--- src/mbfs_pkg.sv ---
// Shared constants, codes and control types of the motion blur frame scheduler.
`timescale 1ns / 1ps
`default_nettype none
package mbfs_pkg;

	localparam int FRACTION_BITS = 16;
	localparam int PHASE_W       = FRACTION_BITS + 4;
	localparam int FRAC_W        = FRACTION_BITS + 1;
	localparam int WHOLE_W       = PHASE_W - FRACTION_BITS;

	localparam int STEP_W     = 19;
	localparam int EXPO_W     = 17;
	localparam int RECIP_W    = 25;
	localparam int WEIGHT_W   = 17;
	localparam int CMD_W      = 2;
	localparam int CFG_IDX_W  = 2;
	localparam int CFG_DATA_W = 25;

	localparam int RLO_W  = 13;
	localparam int RHI_W  = RECIP_W - RLO_W;
	localparam int PLO_W  = FRAC_W + RLO_W;
	localparam int PHI_W  = FRAC_W + RHI_W;
	localparam int PROD_W = FRAC_W + RECIP_W;
	localparam int WSH_W  = PROD_W - FRACTION_BITS;

	localparam int MAX_EXTRA = 7;
	localparam int EXTRA_W   = 3;

	localparam logic [FRAC_W-1:0] ONE = {1'b1, {FRACTION_BITS{1'b0}}};

	localparam logic [STEP_W-1:0]  STEP_RESET  = STEP_W'(2048);
	localparam logic [EXPO_W-1:0]  EXPO_RESET  = EXPO_W'(32768);
	localparam logic [RECIP_W-1:0] RECIP_RESET = RECIP_W'(131072);

	typedef enum logic [CMD_W-1:0] {
		CMD_ACCUM = 2'd0,
		CMD_COPY  = 2'd1,
		CMD_EMIT  = 2'd2,
		CMD_CLEAR = 2'd3
	} cmd_t;

	typedef enum logic [CFG_IDX_W-1:0] {
		CFG_BLUR_ENABLE = 2'd0,
		CFG_PHASE_STEP  = 2'd1,
		CFG_EXPOSURE    = 2'd2,
		CFG_EXPO_RECIP  = 2'd3
	} cfg_idx_t;

	typedef struct packed {
		logic restart;
		logic mark_seen;
		logic eval;
		logic load_diff;
		logic diff_tail;
		logic mul_lo;
		logic mul_hi;
		logic load_res;
		cmd_t res_cmd;
		logic res_last;
	} dp_cmd_t;

	typedef struct packed {
		logic               seen;
		logic               blur;
		logic               slot_free;
		logic               no_result;
		logic               closing;
		logic               tail;
		logic [EXTRA_W-1:0] extra;
	} dp_status_t;

endpackage
`default_nettype wire

--- src/mbfs_if.sv ---
// Request channel interfaces: tick input, command output and register write port.
`timescale 1ns / 1ps
`default_nettype none
interface mbfs_tick_if;
	logic valid;
	logic ready;
	logic restart;
	modport source (output valid, output restart, input ready);
	modport sink (input valid, input restart, output ready);
endinterface

interface mbfs_result_if;
	logic                         valid;
	logic                         ready;
	logic [mbfs_pkg::CMD_W-1:0]    command;
	logic [mbfs_pkg::WEIGHT_W-1:0] weight;
	logic                         last;
	modport source (output valid, output command, output weight, output last, input ready);
	modport sink (input valid, input command, input weight, input last, output ready);
endinterface

interface mbfs_cfg_if;
	logic                           valid;
	logic                           ready;
	logic [mbfs_pkg::CFG_IDX_W-1:0]  index;
	logic [mbfs_pkg::CFG_DATA_W-1:0] data;
	modport source (output valid, output index, output data, input ready);
	modport sink (input valid, input index, input data, output ready);
endinterface
`default_nettype wire

--- src/motion_blur_frame_scheduler_unit.sv ---
// Top level of the motion blur frame scheduler: controller, datapath and checks.
`timescale 1ns / 1ps
`default_nettype none
// Each tick request is taken only while the controller is idle. A restart and the first tick
// after a restart are absorbed in the accepting cycle with no result, and a blur tick whose
// phase stays within the unexposed part of the frame ends in the evaluation state with no
// result. Without blur a tick gives two results, a copy and an emit. With blur the controller
// evaluates the phase and then, for every weighted accumulate, forms the difference and passes
// it through the weight multiplier, which works on the reciprocal in a low and a high half.
// A closing tick gives up to seven extra emits and may end with a carry-over accumulate.
// A result waits in the output register while the sink holds ready low; the sequence then
// stalls until that register is free. Register writes are always accepted.
module motion_blur_frame_scheduler_unit (
	input  wire            clk,
	input  wire            arst_n,
	mbfs_tick_if.sink      tick,
	mbfs_result_if.source  result,
	mbfs_cfg_if.sink       cfg
);

	mbfs_pkg::dp_cmd_t     cmd;
	mbfs_pkg::dp_status_t  status;

	mbfs_ctrl u_ctrl (
		.clk    (clk),
		.arst_n (arst_n),
		.tick   (tick),
		.status (status),
		.cmd    (cmd)
	);

	mbfs_datapath u_datapath (
		.clk    (clk),
		.arst_n (arst_n),
		.cmd    (cmd),
		.status (status),
		.cfg    (cfg),
		.result (result)
	);

	// Only an accumulate request carries a weight.
	a_weight_zero: assert property (@(posedge clk) disable iff (!arst_n)
		result.valid && (result.command != mbfs_pkg::CMD_ACCUM) |-> result.weight == '0)
		else $error("non-accumulate request carries a weight");

	// Weights saturate at one.
	a_weight_sat: assert property (@(posedge clk) disable iff (!arst_n)
		result.valid |-> result.weight <= mbfs_pkg::WEIGHT_W'(mbfs_pkg::ONE))
		else $error("weight above one");

	// A restart forgets the first tick.
	a_restart: assert property (@(posedge clk) disable iff (!arst_n)
		tick.valid && tick.ready && tick.restart |=> !status.seen)
		else $error("first-tick flag survives a restart");

endmodule
`default_nettype wire

--- src/mbfs_datapath.sv ---
// Datapath: registers, phase accumulator, weight multiplier and output register.
`timescale 1ns / 1ps
`default_nettype none
module mbfs_datapath (
	input  wire                       clk,
	input  wire                       arst_n,
	input  wire mbfs_pkg::dp_cmd_t    cmd,
	output mbfs_pkg::dp_status_t      status,
	mbfs_cfg_if.sink                  cfg,
	mbfs_result_if.source             result
);

	logic                                  blur_q;
	logic [mbfs_pkg::STEP_W-1:0]           step_q;
	logic [mbfs_pkg::EXPO_W-1:0]           expo_q;
	logic [mbfs_pkg::RECIP_W-1:0]          recip_q;
	logic [mbfs_pkg::FRAC_W-1:0]           phase_q;
	logic                                  seen_q;
	logic [mbfs_pkg::PHASE_W-1:0]          p_q;
	logic [mbfs_pkg::FRAC_W-1:0]           thr_q;
	logic [mbfs_pkg::FRAC_W-1:0]           start_q;
	logic [mbfs_pkg::FRAC_W-1:0]           diff_q;
	logic [mbfs_pkg::PLO_W-1:0]            pp_lo_q;
	logic [mbfs_pkg::PHI_W-1:0]            pp_hi_q;
	logic                                  out_valid_q;
	logic [mbfs_pkg::CMD_W-1:0]            out_cmd_q;
	logic [mbfs_pkg::WEIGHT_W-1:0]         out_weight_q;
	logic                                  out_last_q;

	logic [mbfs_pkg::FRAC_W-1:0]           expo_clip;
	logic [mbfs_pkg::FRAC_W-1:0]           thr;
	logic [mbfs_pkg::FRAC_W-1:0]           phase_ext;
	logic [mbfs_pkg::PHASE_W-1:0]          p_sum;
	logic [mbfs_pkg::WHOLE_W-1:0]          whole;
	logic [mbfs_pkg::FRAC_W-1:0]           diff;
	logic [mbfs_pkg::PROD_W-1:0]           prod;
	logic [mbfs_pkg::WSH_W-1:0]            wsh;
	logic [mbfs_pkg::WEIGHT_W-1:0]         wsat;

	assign expo_clip = (mbfs_pkg::FRAC_W'(expo_q) > mbfs_pkg::ONE) ?
		mbfs_pkg::ONE : mbfs_pkg::FRAC_W'(expo_q);
	assign thr       = mbfs_pkg::ONE - expo_clip;
	assign phase_ext = phase_q;
	assign p_sum     = mbfs_pkg::PHASE_W'(phase_q) + mbfs_pkg::PHASE_W'(step_q);
	assign whole     = p_q[mbfs_pkg::PHASE_W-1:mbfs_pkg::FRACTION_BITS];

	always_comb begin
		if (cmd.diff_tail) begin
			diff = mbfs_pkg::FRAC_W'(p_q[mbfs_pkg::FRACTION_BITS-1:0]) - thr_q;
		end else if (status.closing) begin
			diff = mbfs_pkg::ONE - start_q;
		end else begin
			diff = mbfs_pkg::FRAC_W'(p_q) - start_q;
		end
	end

	assign prod = mbfs_pkg::PROD_W'(pp_lo_q) + (mbfs_pkg::PROD_W'(pp_hi_q) << mbfs_pkg::RLO_W);
	assign wsh  = prod[mbfs_pkg::PROD_W-1:mbfs_pkg::FRACTION_BITS];
	assign wsat = (wsh > mbfs_pkg::WSH_W'(mbfs_pkg::ONE)) ?
		mbfs_pkg::WEIGHT_W'(mbfs_pkg::ONE) : mbfs_pkg::WEIGHT_W'(wsh);

	always_comb begin
		status.seen      = seen_q;
		status.blur      = blur_q;
		status.slot_free = !out_valid_q || result.ready;
		status.closing   = |whole;
		status.no_result = p_q <= mbfs_pkg::PHASE_W'(thr_q);
		status.tail      = mbfs_pkg::FRAC_W'(p_q[mbfs_pkg::FRACTION_BITS-1:0]) > thr_q;
		if (whole == '0) begin
			status.extra = '0;
		end else if (whole > mbfs_pkg::WHOLE_W'(mbfs_pkg::MAX_EXTRA)) begin
			status.extra = mbfs_pkg::EXTRA_W'(mbfs_pkg::MAX_EXTRA);
		end else begin
			status.extra = mbfs_pkg::EXTRA_W'(whole - mbfs_pkg::WHOLE_W'(1));
		end
	end

	assign cfg.ready = 1'b1;

	always_ff @(posedge clk or negedge arst_n) begin
		if (!arst_n) begin
			blur_q  <= 1'b0;
			step_q  <= mbfs_pkg::STEP_RESET;
			expo_q  <= mbfs_pkg::EXPO_RESET;
			recip_q <= mbfs_pkg::RECIP_RESET;
		end else if (cfg.valid) begin
			unique case (mbfs_pkg::cfg_idx_t'(cfg.index))
				mbfs_pkg::CFG_BLUR_ENABLE: blur_q  <= cfg.data[0];
				mbfs_pkg::CFG_PHASE_STEP:  step_q  <= cfg.data[mbfs_pkg::STEP_W-1:0];
				mbfs_pkg::CFG_EXPOSURE:    expo_q  <= cfg.data[mbfs_pkg::EXPO_W-1:0];
				mbfs_pkg::CFG_EXPO_RECIP:  recip_q <= cfg.data[mbfs_pkg::RECIP_W-1:0];
				default: ;
			endcase
		end
	end

	// With zero exposure the phase may rest at exactly one without closing a frame.
	always_ff @(posedge clk or negedge arst_n) begin
		if (!arst_n) begin
			phase_q <= '0;
			seen_q  <= 1'b0;
		end else if (cmd.restart) begin
			phase_q <= '0;
			seen_q  <= 1'b0;
		end else begin
			if (cmd.mark_seen) begin
				seen_q <= 1'b1;
			end
			if (cmd.eval) begin
				phase_q <= (p_sum <= mbfs_pkg::PHASE_W'(thr)) ? mbfs_pkg::FRAC_W'(p_sum) :
					mbfs_pkg::FRAC_W'(p_sum[mbfs_pkg::FRACTION_BITS-1:0]);
			end
		end
	end

	always_ff @(posedge clk) begin
		if (cmd.eval) begin
			p_q     <= p_sum;
			thr_q   <= thr;
			start_q <= (phase_ext > thr) ? phase_ext : thr;
		end
		if (cmd.load_diff) begin
			diff_q <= diff;
		end
		if (cmd.mul_lo) begin
			pp_lo_q <= mbfs_pkg::PLO_W'(diff_q) * mbfs_pkg::PLO_W'(recip_q[mbfs_pkg::RLO_W-1:0]);
		end
		if (cmd.mul_hi) begin
			pp_hi_q <= mbfs_pkg::PHI_W'(diff_q) *
				mbfs_pkg::PHI_W'(recip_q[mbfs_pkg::RECIP_W-1:mbfs_pkg::RLO_W]);
		end
	end

	always_ff @(posedge clk or negedge arst_n) begin
		if (!arst_n) begin
			out_valid_q <= 1'b0;
		end else if (cmd.load_res) begin
			out_valid_q <= 1'b1;
		end else if (result.ready) begin
			out_valid_q <= 1'b0;
		end
	end

	always_ff @(posedge clk) begin
		if (cmd.load_res) begin
			out_cmd_q    <= cmd.res_cmd;
			out_weight_q <= (cmd.res_cmd == mbfs_pkg::CMD_ACCUM) ? wsat : '0;
			out_last_q   <= cmd.res_last;
		end
	end

	assign result.valid   = out_valid_q;
	assign result.command = out_cmd_q;
	assign result.weight  = out_weight_q;
	assign result.last    = out_last_q;

endmodule
`default_nettype wire

--- src/mbfs_ctrl.sv ---
// Controller: sequences the commands that one tick gives.
`timescale 1ns / 1ps
`default_nettype none
module mbfs_ctrl (
	input  wire                        clk,
	input  wire                        arst_n,
	mbfs_tick_if.sink                  tick,
	input  wire mbfs_pkg::dp_status_t  status,
	output mbfs_pkg::dp_cmd_t          cmd
);

	typedef enum logic [3:0] {
		S_IDLE,
		S_COPY,
		S_PASS_EMIT,
		S_EVAL,
		S_DIFF,
		S_MUL_LO,
		S_MUL_HI,
		S_ACCUM,
		S_EMIT,
		S_EXTRA,
		S_CLEAR
	} state_t;

	state_t                        state_q;
	logic                          tail_q;
	logic [mbfs_pkg::EXTRA_W-1:0]  extra_q;

	always_comb begin
		cmd          = '0;
		cmd.res_cmd  = mbfs_pkg::CMD_ACCUM;
		cmd.diff_tail = tail_q;
		tick.ready   = 1'b0;
		unique case (state_q)
			S_IDLE: begin
				tick.ready = 1'b1;
				if (tick.valid) begin
					if (tick.restart) begin
						cmd.restart = 1'b1;
					end else if (!status.seen) begin
						cmd.mark_seen = 1'b1;
					end else if (status.blur) begin
						cmd.eval = 1'b1;
					end
				end
			end
			S_COPY: begin
				cmd.load_res = status.slot_free;
				cmd.res_cmd  = mbfs_pkg::CMD_COPY;
			end
			S_PASS_EMIT: begin
				cmd.load_res = status.slot_free;
				cmd.res_cmd  = mbfs_pkg::CMD_EMIT;
				cmd.res_last = 1'b1;
			end
			S_EVAL: ;
			S_DIFF:   cmd.load_diff = 1'b1;
			S_MUL_LO: cmd.mul_lo = 1'b1;
			S_MUL_HI: cmd.mul_hi = 1'b1;
			S_ACCUM: begin
				cmd.load_res = status.slot_free;
				cmd.res_cmd  = mbfs_pkg::CMD_ACCUM;
				cmd.res_last = tail_q || !status.closing;
			end
			S_EMIT, S_EXTRA: begin
				cmd.load_res = status.slot_free;
				cmd.res_cmd  = mbfs_pkg::CMD_EMIT;
			end
			S_CLEAR: begin
				cmd.load_res = status.slot_free;
				cmd.res_cmd  = mbfs_pkg::CMD_CLEAR;
				cmd.res_last = !status.tail;
			end
			default: ;
		endcase
	end

	always_ff @(posedge clk or negedge arst_n) begin
		if (!arst_n) begin
			state_q <= S_IDLE;
			tail_q  <= 1'b0;
			extra_q <= '0;
		end else begin
			unique case (state_q)
				S_IDLE: begin
					tail_q <= 1'b0;
					if (tick.valid && !tick.restart && status.seen) begin
						state_q <= status.blur ? S_EVAL : S_COPY;
					end
				end
				S_COPY: begin
					if (status.slot_free) begin
						state_q <= S_PASS_EMIT;
					end
				end
				S_PASS_EMIT: begin
					if (status.slot_free) begin
						state_q <= S_IDLE;
					end
				end
				S_EVAL:   state_q <= status.no_result ? S_IDLE : S_DIFF;
				S_DIFF:   state_q <= S_MUL_LO;
				S_MUL_LO: state_q <= S_MUL_HI;
				S_MUL_HI: state_q <= S_ACCUM;
				S_ACCUM: begin
					if (status.slot_free) begin
						state_q <= (tail_q || !status.closing) ? S_IDLE : S_EMIT;
					end
				end
				S_EMIT: begin
					if (status.slot_free) begin
						extra_q <= status.extra;
						state_q <= (status.extra != '0) ? S_EXTRA : S_CLEAR;
					end
				end
				S_EXTRA: begin
					if (status.slot_free) begin
						extra_q <= extra_q - mbfs_pkg::EXTRA_W'(1);
						if (extra_q == mbfs_pkg::EXTRA_W'(1)) begin
							state_q <= S_CLEAR;
						end
					end
				end
				S_CLEAR: begin
					if (status.slot_free) begin
						if (status.tail) begin
							tail_q  <= 1'b1;
							state_q <= S_DIFF;
						end else begin
							state_q <= S_IDLE;
						end
					end
				end
				default: state_q <= S_IDLE;
			endcase
		end
	end

endmodule
`default_nettype wire

--- src/flat_wrapper.sv ---
// flat-port wrapper written by rule: the top's interface ports become plain ports
module motion_blur_frame_scheduler_unit_flat 
  (clk, arst_n, tick_valid, tick_restart, tick_ready, result_valid, result_command, result_weight, result_last, result_ready, cfg_valid, cfg_index, cfg_data, cfg_ready);
  mbfs_tick_if tick_i ();
  mbfs_result_if result_i ();
  mbfs_cfg_if cfg_i ();
  input  wire clk;
  input  wire arst_n;
  input wire logic [$bits(tick_i.valid)-1:0] tick_valid;
  input wire logic [$bits(tick_i.restart)-1:0] tick_restart;
  output wire logic [$bits(tick_i.ready)-1:0] tick_ready;
  output wire logic [$bits(result_i.valid)-1:0] result_valid;
  output wire logic [$bits(result_i.command)-1:0] result_command;
  output wire logic [$bits(result_i.weight)-1:0] result_weight;
  output wire logic [$bits(result_i.last)-1:0] result_last;
  input wire logic [$bits(result_i.ready)-1:0] result_ready;
  input wire logic [$bits(cfg_i.valid)-1:0] cfg_valid;
  input wire logic [$bits(cfg_i.index)-1:0] cfg_index;
  input wire logic [$bits(cfg_i.data)-1:0] cfg_data;
  output wire logic [$bits(cfg_i.ready)-1:0] cfg_ready;
  assign tick_i.valid = tick_valid;
  assign tick_i.restart = tick_restart;
  assign tick_ready = tick_i.ready;
  assign result_valid = result_i.valid;
  assign result_command = result_i.command;
  assign result_weight = result_i.weight;
  assign result_last = result_i.last;
  assign result_i.ready = result_ready;
  assign cfg_i.valid = cfg_valid;
  assign cfg_i.index = cfg_index;
  assign cfg_i.data = cfg_data;
  assign cfg_ready = cfg_i.ready;
  motion_blur_frame_scheduler_unit u_core (.clk(clk), .arst_n(arst_n), .tick(tick_i), .result(result_i), .cfg(cfg_i));
endmodule
--- config.mk ---
export PLATFORM = sky130hd
export DESIGN_NAME = motion_blur_frame_scheduler_unit_flat
export DESIGN_NICKNAME = d
export VERILOG_FILES = /design/src/mbfs_pkg.sv /design/src/mbfs_if.sv /design/src/motion_blur_frame_scheduler_unit.sv /design/src/mbfs_datapath.sv /design/src/mbfs_ctrl.sv /design/src/flat_wrapper.sv
export SDC_FILE = /design/constraint.sdc
export NUM_CORES = 1
export LEC_CHECK = 0
export BUFFER_PORTS_ARGS = -buffer_cell sky130_fd_sc_hd__buf_2
export CAP_MARGIN = 25
export CORE_UTILIZATION = 60
export CTS_BUF_LIST = sky130_fd_sc_hd__clkbuf_8
export CTS_CLUSTER_SIZE = 16
export DETAILED_ROUTE_END_ITERATION = 10
export GPL_ROUTABILITY_DRIVEN = 0
export HOLD_SLACK_MARGIN = 0.15
export PLACE_DENSITY = 0.75
export SYNTH_ARGS = -nofsm -noshare
export SYNTH_HDL_FRONTEND = slang
export SYNTH_HIERARCHICAL = 1
export SYNTH_SLANG_ARGS = --single-unit
--- constraint.sdc ---
create_clock -name clk -period 7.8 [get_ports clk]
set_input_delay 0.39 -clock clk [delete_from_list [all_inputs] [get_ports clk]]
set_output_delay 0.39 -clock clk [all_outputs]
set_load 0.05 [all_outputs]
[Yosys cells after proc, flatten, opt, wreduce, memory -nomap -nowiden]
Index checks and enable logic that the tools add are counted.
Cells by class
  equal/unequal tests: 23
  add/sub/neg operators: 8
  reductions and logical operators: 28
  magnitude comparators: 7
  bitwise gates (word level): 1
  multiply operators: 2
  mux-type cells: 47
  shifts and indexed selects: 0
  divide/modulo/power cells: 0
Operator list (count)
  2-to-1 mux 17 bit: 8
  one-hot mux 4 bit (11 select lines): 1
  adder 30 x 42 -> 42 bit: 1
  less-or-equal comparator 20 x 17 -> 1 bit: 2
  2-to-1 mux 4 bit: 9
  subtractor 17 bit, first input constant: 2
  multiplier 17 x 13 -> 30 bit: 1
  multiplier 17 x 12 -> 29 bit: 1
  > comparator 26 x 17 -> 1 bit, second input constant: 1
  2-to-1 mux 3 bit: 8
  adder 17 x 19 -> 20 bit: 1
  > comparator 16 x 17 -> 1 bit: 1
  > comparator 17 bit: 1
  > comparator 17 bit, second input constant: 1
  subtractor 16 x 17 -> 17 bit: 1
  subtractor 17 bit: 1
  == test 4 x 3 -> 1 bit, second input constant: 4
  2-to-1 mux 1 bit: 14
  == test 4 bit, second input constant: 3
  inequality test 2 x 1 -> 1 bit, second input constant: 6
  one-hot mux 3 bit (4 select lines): 1
  nonzero test 2 bit: 5
  == test 4 x 2 -> 1 bit, second input constant: 2
  logical NOT 4 bit: 2
  23 further kinds: 39
Storage, ports and cells
  latch bits: 0
  memory bits (read-only): 0
  bits in writable memories: 0
  memories kept: 0
  register bits after elaboration: 239
  input bits: 33

[Logic depth before layout (Yosys ltp)]
  word-level depth: 7
  mapped depth: 23

[Cells and area by module]
The synthesis kept the hierarchy.
Modules (own cells, without submodules)
  mbfs_datapath: cells each 2633, instances 1, area each 25481.9 um2
  mbfs_ctrl: cells each 90, instances 1, area each 724.4 um2

[Least setup slack after synthesis]
No wires, ideal clock.
  path type: reg-to-reg
  start: register u_core/u_datapath/recip_q[9] (netlist bit)
  end: register u_core/u_datapath/pp_lo_q[28] (netlist bit) (data pin)
  clock period less this slack: 6.069 ns
  path buffers: 2
  data arrival time: 5.807 ns
  slack: 1.731 ns
  library setup time: 0.262 ns
  cell stages (with the launch flop): 23
  cell sequence: dfrtp_1 -> clkbuf_1 -> clkbuf_1 -> nand2_1 -> fa_1 -> inv_1 -> fa_1 -> fa_1 -> fa_1 -> inv_1 -> fa_1 -> inv_1 -> ha_1 -> a21o_1 -> a21o_1 -> a21o_1 -> a211o_1 -> a21oi_1 -> o21ai_1 -> a21o_1 -> a41oi_1 -> a21boi_1 -> xor2_1
Between the ends
  word-level cells in the longest chain between the ends: 1
Ends and longest elaborated chain
  from (decl): line mbfs_datapath.sv:16  | logic [mbfs_pkg::RECIP_W-1:0] recip_q;
  from (signal assigned): line mbfs_datapath.sv:85  | recip_q <= mbfs_pkg::RECIP_RESET;
  from (signal assigned): line mbfs_datapath.sv:91  | mbfs_pkg::CFG_EXPO_RECIP: recip_q <= cfg.data[mbfs_pkg::RECIP_W-1:0];
  multiplier 17 x 13 -> 30 bit: line mbfs_datapath.sv:126  | pp_lo_q <= mbfs_pkg::PLO_W'(diff_q) * mbfs_pkg::PLO_W'(recip_q[mbfs_pkg::RLO_W-1:0]);
  to (signal assigned): line mbfs_datapath.sv:126
  to (decl): line mbfs_datapath.sv:23  | logic [mbfs_pkg::PLO_W-1:0] pp_lo_q;
Every way passes these cells.
A chain may end at the register's enable or synchronous reset.

[Final worst setup path]
  start: register u_core/u_datapath/diff_q[8] (netlist bit)
  end: register u_core/u_datapath/pp_lo_q[28] (netlist bit) (data pin)
Between the ends
  word-level cells in the longest chain between the ends: 1
Ends and longest elaborated chain
  from (decl): line mbfs_datapath.sv:22  | logic [mbfs_pkg::FRAC_W-1:0] diff_q;
  from (signal assigned): line mbfs_datapath.sv:123  | diff_q <= diff;
  multiplier 17 x 13 -> 30 bit: line mbfs_datapath.sv:126
Every way passes these cells.

==> reports/metrics.csv <==
stage,metric,value,unit
status,outcome,"finished, final reports clean",
layout,final core utilization,65.0,%
routing,wire per inst,18.5,µm
routing,DRC,0,
placement,Final HPWL DP,49000,µm
placement,IO Port Bufs,54,
layout,most frequent cells in the layout,"inv_1, nand2_1, fa_1",
synthesis,YS warnings,6,
die,Die Ht,211,µm
synthesis,post-synthesis sequential area ratio,24.2,%
die,IO Count,56,
layout,share of post-route cells with drive strength above 1,8.77,%
routing,DR vias,19300,
synthesis,synthesized area,26200,µm²
synthesis,Post-Syn Instances,2723,
global_route,total congestion overflow,0,
synthesis,Yosys reg bits,226,
routing,Post-DRT Antenna Nets,0,
die,core outline area,43100,µm²
sta,period utilization,87.4,%
worst_setup_path,CP required,8140,ps
routing,router iterations before antenna repair,6,
routing,number of DRC markers in iteration 0,1255,
sta,# setup viols final,0,
sta,slew margin rel.,30.9,%
global_route,initial antenna violation count,0,
sta,"Slew Viols, Final",0,
clock_tree,CTS tree,built,
worst_setup_path,R2R Path Start,u_core/u_datapath/diff_q[8],
clock_tree,clock root buffer,clkbuf_8,
layout,fillers,3410,
synthesis,"Async S/R FF share, synth",39.4,%
die,initial core utilization,60.8,%
worst_setup_path,flop-to-flop setup slack,980,ps
clock_tree,CTS Buffer Depth,3,
worst_setup_path,critical path arrival,7160,ps
worst_setup_path,Setup crit end,u_core/u_datapath/pp_lo_q[28],
clock_tree,"CTS clk-pin slew, worst paths",70,ps
clock_tree,clock tree sinks,226,
hold_path,Worst Hold Class,in2async,
clock_tree,clock latency on the worst-skew pair,640,ps
routing,"wirelength, routed",62500,µm
die,full die area,44500,µm²
layout,"commonest non-fill, non-tap cell in the layout",inv_1,
sta,clock skew,63.4,ps
die,Die W,211,µm
worst_setup_path,CP Max Fanout,25,
clock_tree,Post-CTS Repair Setup Buffers,0,
worst_setup_path,Worst Setup Start Kind,flop,
worst_setup_path,worst reg2reg path depth,20,
layout,Synth-to-Final Area Change,6.89,%
die,num rows,76,
worst_setup_path,RR Endpoint,u_core/u_datapath/pp_lo_q[28],
worst_setup_path,critical path launch point,u_core/u_datapath/diff_q[8],
clock_tree,H-tree depth,2,
sta,RSZ-0062 raised after global routing,no,
global_route,first-pass GRT wire length,103000,µm
flow_run,max-cap violations,0,
clock_tree,cts bufs inserted,40,
layout,Antenna Cells,0,
worst_setup_path,crit end category,flop,
routing,DR vias/cell,5.70,
sta,Max Fclk,147,MHz
synthesis,predominant post-synthesis flop cell,edfxtp_1,
global_route,number of global-route vias before repair,20400,
synthesis,Syn Area/Cell,9.62,µm²
synthesis,Synth cell types,88,
synthesis,Post-synth EDFFs,137,
sta,Final min period,6820,ps
synthesis,post-synthesis net count,3315,
worst_setup_path,CP Class,reg2reg,
sta,worst slew pin tran,1030,ps
sta,Post-Route Setup TNS,0,ps
sta,Fin. Hold Viols,0,
global_route,largest net degree at the start of global routing,57,
clock_tree,PostCTS Resize Cnt,0,
layout,Nets,3355,
global_route,GRT Resource Usage Total,29.6,%
## critical path, stage by stage, from the launching register on
cell,delay (ps)
edfxtp_1,990
nand2_1,200
fa_1,590
inv_1,50
fa_1,460
fa_1,530
fa_1,550
inv_1,60
fa_1,530
inv_1,40
ha_1,350
a21o_1,200
a21o_1,180
a21o_1,170
a211o_1,280
a21oi_1,280
o21ai_1,160
a21o_1,230
a41oi_1,350
a21boi_1,130
xor2_1,160
## synth_stat cells (6+ instances only)
library cell	count	share of area, %
o21a_1	24	0.69
a211oi_1	18	0.52
mux2i_1	21	0.80
inv_1	462	6.6
nand2_1	331	4.7
nor3_1	36	0.69
a31oi_1	15	0.36
nand2b_1	18	0.43
fa_1	317	24
nand3_1	34	0.65
xor2_1	34	1.1
or3_1	10	0.24
o2111ai_1	6	0.20
nor2b_1	23	0.55
nor4_1	7	0.17
nor2_1	117	1.7
dfrtp_1	86	8.2
o21bai_1	8	0.23
a21oi_1	91	1.7
ha_1	242	12
o21ai_0	48	0.92
nand4_1	15	0.36
and2_1	182	4.3
a21boi_0	6	0.17
mux2_2	77	3.3
or2_2	9	0.21
xnor2_1	60	2.0
a21o_1	37	1.1
edfxtp_1	137	16
o21ai_1	15	0.29
and3_1	27	0.64
clkbuf_1	94	1.3
o31ai_1	7	0.20
## cell type report
cell class	instances	area (µm²)	share of cell area, %
clock buffers	42	578	2.06
clock inverters	30	188	0.670
inverters	462	1730	6.19
multi-input cells	1930	17700	63.2
flip-flops and latches	226	6340	22.6
well taps	585	732	2.61
repair buffers	103	733	2.62
## registers in the layout, indices dropped and copies added (netlist names), 2 cells and up
signal,count
u_core/u_datapath/result.command,2
u_core/u_datapath/phase_ext,17
u_core/u_datapath/step_q,19
u_core/u_datapath/start_q,17
u_core/u_datapath/pp_hi_q,29
u_core/u_datapath/expo_q,17
u_core/u_datapath/recip_q,25
u_core/u_datapath/diff_q,17
u_core/u_datapath/p_q,20
u_core/u_datapath/pp_lo_q,17
u_core/u_datapath/thr_q,17
u_core/u_datapath/result.weight,17
u_core/u_ctrl/state_q,4
u_core/u_ctrl/extra_q,3
## worst min-delay path by stage
stage / startpoint / slack (ps) / cells past startpoint / to
floorplan: arst_n / 90 / 0 / u_core/u_ctrl/extra_q[0]
global placement: arst_n / 390 / 1 / u_core/u_datapath/seen_q
detailed placement: arst_n / 380 / 1 / u_core/u_datapath/seen_q
CTS: cfg_valid / 230 / 3 / u_core/u_datapath/blur_q
global route: cfg_valid / 260 / 3 / u_core/u_datapath/blur_q
finish: arst_n / 270 / 2 / u_core/u_datapath/recip_q[20]
## cells by family (layout without fill, tap and decap cells)
logic type,Yosys count,count (layout),share of synthesized area (%)
other,1,1,0.0143
xor gates and xnor gates,94,94,3.14
AOI/OAI and AO/OA,332,332,8.48
muxes,99,99,4.15
buffers and inverters,567,637,8.27
adders and majority gates,559,559,35.8
DFF,226,226,24.2
and+or+nand+nor,845,845,16.0
## through the flow
| step | setup WS (ps) | instances | hold WS [ps] | cell area [µm²] |
|---|---|---|---|---|
| after global routing | 627 | 3378 | 258 | 28000 |
| after global placement | 1280 | 3273 | 387 | 26900 |
| final | 981 | 3378 | 265 | 28000 |
| after CTS | 981 | 3376 | 228 | 28000 |
| after floorplan | 1730 | 2723 | 94.4 | 26200 |
| after detailed placement | 1030 | 3273 | 383 | 26900 |
## metal layers
metal / GRT usage (%) / vias up / share of wire (%)
met4: 14.7 / 0 / 5.1
met5: 0 / - / 0
met3: 4.33 / 163 / 5.9
li1: - / 8919 / -
met2: 50.2 / 707 / 48
met1: 37.2 / 9479 / 41
## timing repair
action | CTS | global route
endpoints found under the setup margin | 0 | 0
endpoints found under the hold margin | 97 | 0
hold buffers | 31 | 0
Power is not shown: default switching activity piles up to over one toggle a cycle in this logic, so the estimate is an artifact.
